`src/sit_pkg.sv`:
```
// Shared types and constants for the shape intersection test.
package sit_pkg;

	localparam int COORD_WIDTH_DEF = 16;
	localparam int ACTION_WIDTH = 3;

	typedef enum logic [ACTION_WIDTH-1:0] {
		ACT_BOX_BOX       = 3'd0,
		ACT_BOX_CIRCLE    = 3'd1,
		ACT_CIRCLE_CIRCLE = 3'd2,
		ACT_BOX_POINT     = 3'd3,
		ACT_CIRCLE_POINT  = 3'd4
	} action_t;

	typedef struct packed {
		logic decided;
		logic dec_hit;
		logic strict;
	} ctl_t;

endpackage

```
`src/sit_prep.sv`:
```
// Operand preparation: differences, early box decisions and squarer operands.
module sit_prep
	import sit_pkg::*;
#(
	parameter int COORD_WIDTH = COORD_WIDTH_DEF
) (
	input  logic [ACTION_WIDTH-1:0]        action,
	input  logic signed [COORD_WIDTH-1:0]  a_left,
	input  logic signed [COORD_WIDTH-1:0]  a_top,
	input  logic signed [COORD_WIDTH-1:0]  a_right,
	input  logic signed [COORD_WIDTH-1:0]  a_bottom,
	input  logic signed [COORD_WIDTH-1:0]  b_left,
	input  logic signed [COORD_WIDTH-1:0]  b_top,
	input  logic signed [COORD_WIDTH-1:0]  b_right,
	input  logic signed [COORD_WIDTH-1:0]  b_bottom,
	output logic [COORD_WIDTH+1:0]         op0,
	output logic [COORD_WIDTH+1:0]         op1,
	output logic [COORD_WIDTH+1:0]         op2,
	output ctl_t                           ctl
);

	localparam int E = COORD_WIDTH + 3;
	localparam int M = COORD_WIDTH + 2;

	function automatic logic [M-1:0] mag_e(input logic signed [E-1:0] v);
		logic [E-1:0] u;
		u = v[E-1] ? -v : v;
		return u[M-1:0];
	endfunction

	logic signed [E-1:0] al_e, at_e, ar_e, ab_e, bl_e, bt_e, br_e;
	logic signed [E-1:0] sx, sy, dx, dy, hx, hy, rr, ex, ey, d0, d1, rs;
	logic bb_hit, bp_hit, bc_far, bc_in;

	assign al_e = {{3{a_left[COORD_WIDTH-1]}}, a_left};
	assign at_e = {{3{a_top[COORD_WIDTH-1]}}, a_top};
	assign ar_e = {{3{a_right[COORD_WIDTH-1]}}, a_right};
	assign ab_e = {{3{a_bottom[COORD_WIDTH-1]}}, a_bottom};
	assign bl_e = {{3{b_left[COORD_WIDTH-1]}}, b_left};
	assign bt_e = {{3{b_top[COORD_WIDTH-1]}}, b_top};
	assign br_e = {{3{b_right[COORD_WIDTH-1]}}, b_right};

	// Box-circle runs in doubled units so the box centre is exact.
	assign sx = al_e + ar_e - (bl_e <<< 1);
	assign sy = at_e + ab_e - (bt_e <<< 1);
	assign dx = signed'({1'b0, mag_e(sx)});
	assign dy = signed'({1'b0, mag_e(sy)});
	assign hx = ar_e - al_e;
	assign hy = ab_e - at_e;
	assign rr = br_e <<< 1;
	assign ex = dx - hx;
	assign ey = dy - hy;
	assign bc_far = (dx > hx + rr) || (dy > hy + rr);
	assign bc_in = (dx <= hx) || (dy <= hy);

	assign d0 = bl_e - al_e;
	assign d1 = bt_e - at_e;
	assign rs = ar_e + br_e;

	assign bb_hit = !(a_right < b_left || b_right < a_left ||
		a_bottom < b_top || b_bottom < a_top);
	assign bp_hit = (a_left < b_left) && (a_right > b_left) &&
		(a_top < b_top) && (a_bottom > b_top);

	always_comb begin
		op0 = '0;
		op1 = '0;
		op2 = '0;
		ctl = '{decided: 1'b1, dec_hit: 1'b0, strict: 1'b0};
		case (action_t'(action))
			ACT_BOX_BOX: begin
				ctl.dec_hit = bb_hit;
			end
			ACT_BOX_CIRCLE: begin
				op0 = mag_e(ex);
				op1 = mag_e(ey);
				op2 = mag_e(rr);
				ctl.decided = bc_far || bc_in;
				ctl.dec_hit = !bc_far;
			end
			ACT_CIRCLE_CIRCLE: begin
				op0 = mag_e(d0);
				op1 = mag_e(d1);
				op2 = mag_e(rs);
				ctl.decided = 1'b0;
				ctl.strict = 1'b1;
			end
			ACT_BOX_POINT: begin
				ctl.dec_hit = bp_hit;
			end
			ACT_CIRCLE_POINT: begin
				op0 = mag_e(d0);
				op1 = mag_e(d1);
				op2 = mag_e(ar_e);
				ctl.decided = 1'b0;
			end
			default: begin
				ctl.dec_hit = 1'b0;
			end
		endcase
	end

endmodule

```
`config.mk`:
```
export PLATFORM = sky130hd
export DESIGN_NAME = sit_prep
export DESIGN_NICKNAME = d
export VERILOG_FILES = /design/src/sit_pkg.sv /design/src/sit_prep.sv
export SDC_FILE = /design/constraint.sdc
export NUM_CORES = 1
export LEC_CHECK = 0
export ABC_AREA = 0
export BUFFER_PORTS_ARGS = -buffer_cell sky130_fd_sc_hd__buf_2
export CAP_MARGIN = 20
export CORE_MARGIN = 8
export CORE_UTILIZATION = 51
export DETAILED_ROUTE_END_ITERATION = 10
export PLACE_DENSITY = 0.7
export SLEW_MARGIN = 20
export SYNTH_ARGS = -nofsm -noshare
export SYNTH_HDL_FRONTEND = slang
export SYNTH_SLANG_ARGS = --single-unit
```
`constraint.sdc`:
```
create_clock -name vclk -period 14.8
set_input_delay 1.48 -clock vclk [all_inputs]
set_output_delay 1.48 -clock vclk [all_outputs]
set_load 0.02 [all_outputs]
```
==> impl_metrics.env <==
export IMPL_status="finished, final reports clean"
export IMPL_cp_required_ps=13320
export IMPL_vias=16700
export IMPL_hold_start="action[1]"
export IMPL_yosysSeqAreaShare=0
export IMPL_dpl_hpwl_um=51540
export IMPL_hold_viol_final=0
export IMPL_layout_setup_ws_ps=4325
export IMPL_syn_area_sq_um=15590
export IMPL_first_pass_iters=7
export IMPL_rows=64
export IMPL_avgRoutedWirePerCell_um=21.40
export IMPL_syn_to_final_growth_pct=8.738
export IMPL_power_density_nw_per_um2=182.7
export IMPL_syn_area_per_cell_sq_um=7.176
export IMPL_final_nets=2795
export IMPL_worstSetupStartpointType="input port"
export IMPL_grt_use_met1=0.3835
export IMPL_coreArea_sq_um=30350
export IMPL_grt_pass1_vias=16590
export IMPL_die_h_um=190.9
export IMPL_grt_start_max_net_pins=36
export IMPL_postLayoutCellArea_sq_um=16960
export IMPL_dp_worst_setup_slack_ps=4444
export IMPL_crit_fanout=11
export IMPL_busiest_layer="met2"
export IMPL_timing_final_crit_period_ps=10480
export IMPL_use_met2=0.5397
export IMPL_ys_types=96
export IMPL_cts_resized=0
export IMPL_power_mw=3.097
export IMPL_io_pins=188
export IMPL_gp_congestion=0.9795
export IMPL_dpl_cell_area_sq_um=16960
export IMPL_grtUsageTotal=0.3100
export IMPL_leakagePower_nw=8.352
export IMPL_whs_endpoint="ctl[1]"
export IMPL_worst_pin_slew_ps=1110
export IMPL_postCtsHoldBufs=0
export IMPL_regArea_sq_um=0
export IMPL_utilization=0.5587
export IMPL_setup_tns_ps=0
export IMPL_grt_pass1_wl_um=90480
export IMPL_routed_wl_um=58510
export IMPL_slew_violations=0
export IMPL_drive_gt1_frac=0.1074
export IMPL_peakVddDrop_mv=0.09679
export IMPL_hold_depth=5
export IMPL_worst_ep_arrival_time_ps=9000
export IMPL_synth_warnings=0
export IMPL_syn_num_nets=2628
export IMPL_die_x_um=190.9
export IMPL_timing_final_crit_share=0.7078
export IMPL_drtAntennaViolNets=0
export IMPL_antenna_found_initial=0
export IMPL_fillers=3048
export IMPL_criticalPathCategory="input port to output pin"
export IMPL_rsz0062_at_grt="false"
export IMPL_clkbuf_count=0
export IMPL_numPortBuffers=187
export IMPL_drc=0
export IMPL_finalSetupViolations=0
export IMPL_syn_inst=2173
export IMPL_vias_per_cell=6.107
export IMPL_seq_cell_count=0
export IMPL_overflow=0
export IMPL_initial_core_util=0.5138
export IMPL_maxCapViolCount=0
export IMPL_grt_use_met3=0.02542
export IMPL_drt_iter0_markers=1116
export IMPL_end_kind="output pin"
export IMPL_post_cts_buffers=0
export IMPL_dieArea_sq_um=36430
export IMPL_relSlewSlack=0.2550
export IMPL_max_clock_freq_mhz=95.46
export IMPL_n_antenna_cell=0
export IMPL_worstHoldPathType="input port to output pin"
## logic make-up after synthesis
family	synth area share
AOI/OAI and AO/OA	0.2740
xor gates and xnor gates	0.1561
adders and majority gates	0.2816
buffers and inverters	0.07639
muxes	0.008586
other	0.0002405
and+or+nand+nor	0.2030
## routing by layer
metal,wire [um],up-vias
li1,-,8162
met1,25510,7879
met5,0,-
met3,2700,122
met2,27270,533
met4,3033,0
## power breakdown
part | internal, mW | switching [mW]
sequential | 0 | 0
combinational | 1.21 | 1.89
clock | 0 | 0
## layout by cell type, fill, tap and decap left out, types with 33 or more instances in the layout
cell type	instances
xor2_1	97
buf_2	187
xnor2_1	172
nor2b_1	38
nand3_1	45
fa_1	41
a21oi_1	157
inv_1	288
nand2b_1	33
nor3_1	63
nand2_1	142
nor2_1	154
a21o_1	60
ha_1	283
o21ai_0	98
## how the worst max path moves through the flow
stage | start | end | cells after the start
after global placement | a_top[2] | op1[2] | 25
after floorplan | a_top[7] | op1[13] | 29
after detailed placement | a_top[2] | op1[8] | 25
after CTS | a_top[7] | op1[8] | 26
after global routing | a_top[7] | op1[9] | 26
final | a_top[7] | op1[8] | 26
## synthesized netlist by cell type, types with 11 or more instances
| library cell | n | area share |
|---|---|---|
| inv_1 | 288 | 0.069 |
| ha_1 | 283 | 0.23 |
| xnor2_1 | 172 | 0.097 |
| a21oi_1 | 158 | 0.051 |
| nor2_1 | 154 | 0.037 |
| nand2_1 | 142 | 0.034 |
| o21ai_0 | 98 | 0.031 |
| xor2_1 | 97 | 0.054 |
| nor3_1 | 63 | 0.020 |
| a21o_1 | 60 | 0.029 |
| nand3_1 | 45 | 0.014 |
| fa_1 | 41 | 0.053 |
| nor2b_1 | 38 | 0.015 |
| nand2b_1 | 33 | 0.013 |
| o22ai_1 | 32 | 0.013 |
| o21a_1 | 29 | 0.014 |
| a31oi_1 | 24 | 0.0096 |
| nand4_1 | 24 | 0.0096 |
| o21bai_1 | 23 | 0.011 |
| clkbuf_1 | 20 | 0.0048 |
| o31ai_1 | 19 | 0.0091 |
| or3_1 | 19 | 0.0076 |
| o211ai_1 | 17 | 0.0082 |
| nor4_1 | 16 | 0.0064 |
| o221ai_1 | 16 | 0.0090 |
| and3_1 | 14 | 0.0056 |
| or2_2 | 14 | 0.0056 |
| or4_1 | 14 | 0.0067 |
| a211oi_1 | 11 | 0.0053 |
## layout make-up
type | count | area, sq um | share of cell area
Multi-Input combinational cell | 1859 | 14410 | 0.8501
Timing Repair Buffer | 191 | 965.9 | 0.05697
Inverter | 288 | 1081 | 0.06375
Tap cell | 396 | 495.5 | 0.02922
## through the flow
step / std cells / hold WS [ps]
after floorplan: 2173 / 3155
after global placement: 2734 / 3491
after detailed placement: 2734 / 3506
after CTS: 2734 / 3512
after global routing: 2734 / 3552
final: 2734 / 3499
## critical path, cell delays in order
cell and delay [ps]:
buf_2 80, inv_1 80, fa_1 560, inv_1 50, ha_1 440, and3_1 250
nand2_1 90, o31ai_1 420, a21oi_1 180, or3_1 550, o21ai_0 460, fa_1 300
a21o_1 120, a21oi_1 90, o21ai_0 440, or3_1 200, a41oi_1 200, a2111oi_1 610
nor4_1 120, o211ai_1 420, a41oi_2 220, xnor2_1 900, a21oi_1 140, xnor2_1 190
o22ai_1 190, buf_2 210
No activity file was read; power rests on OpenSTA's default activity.
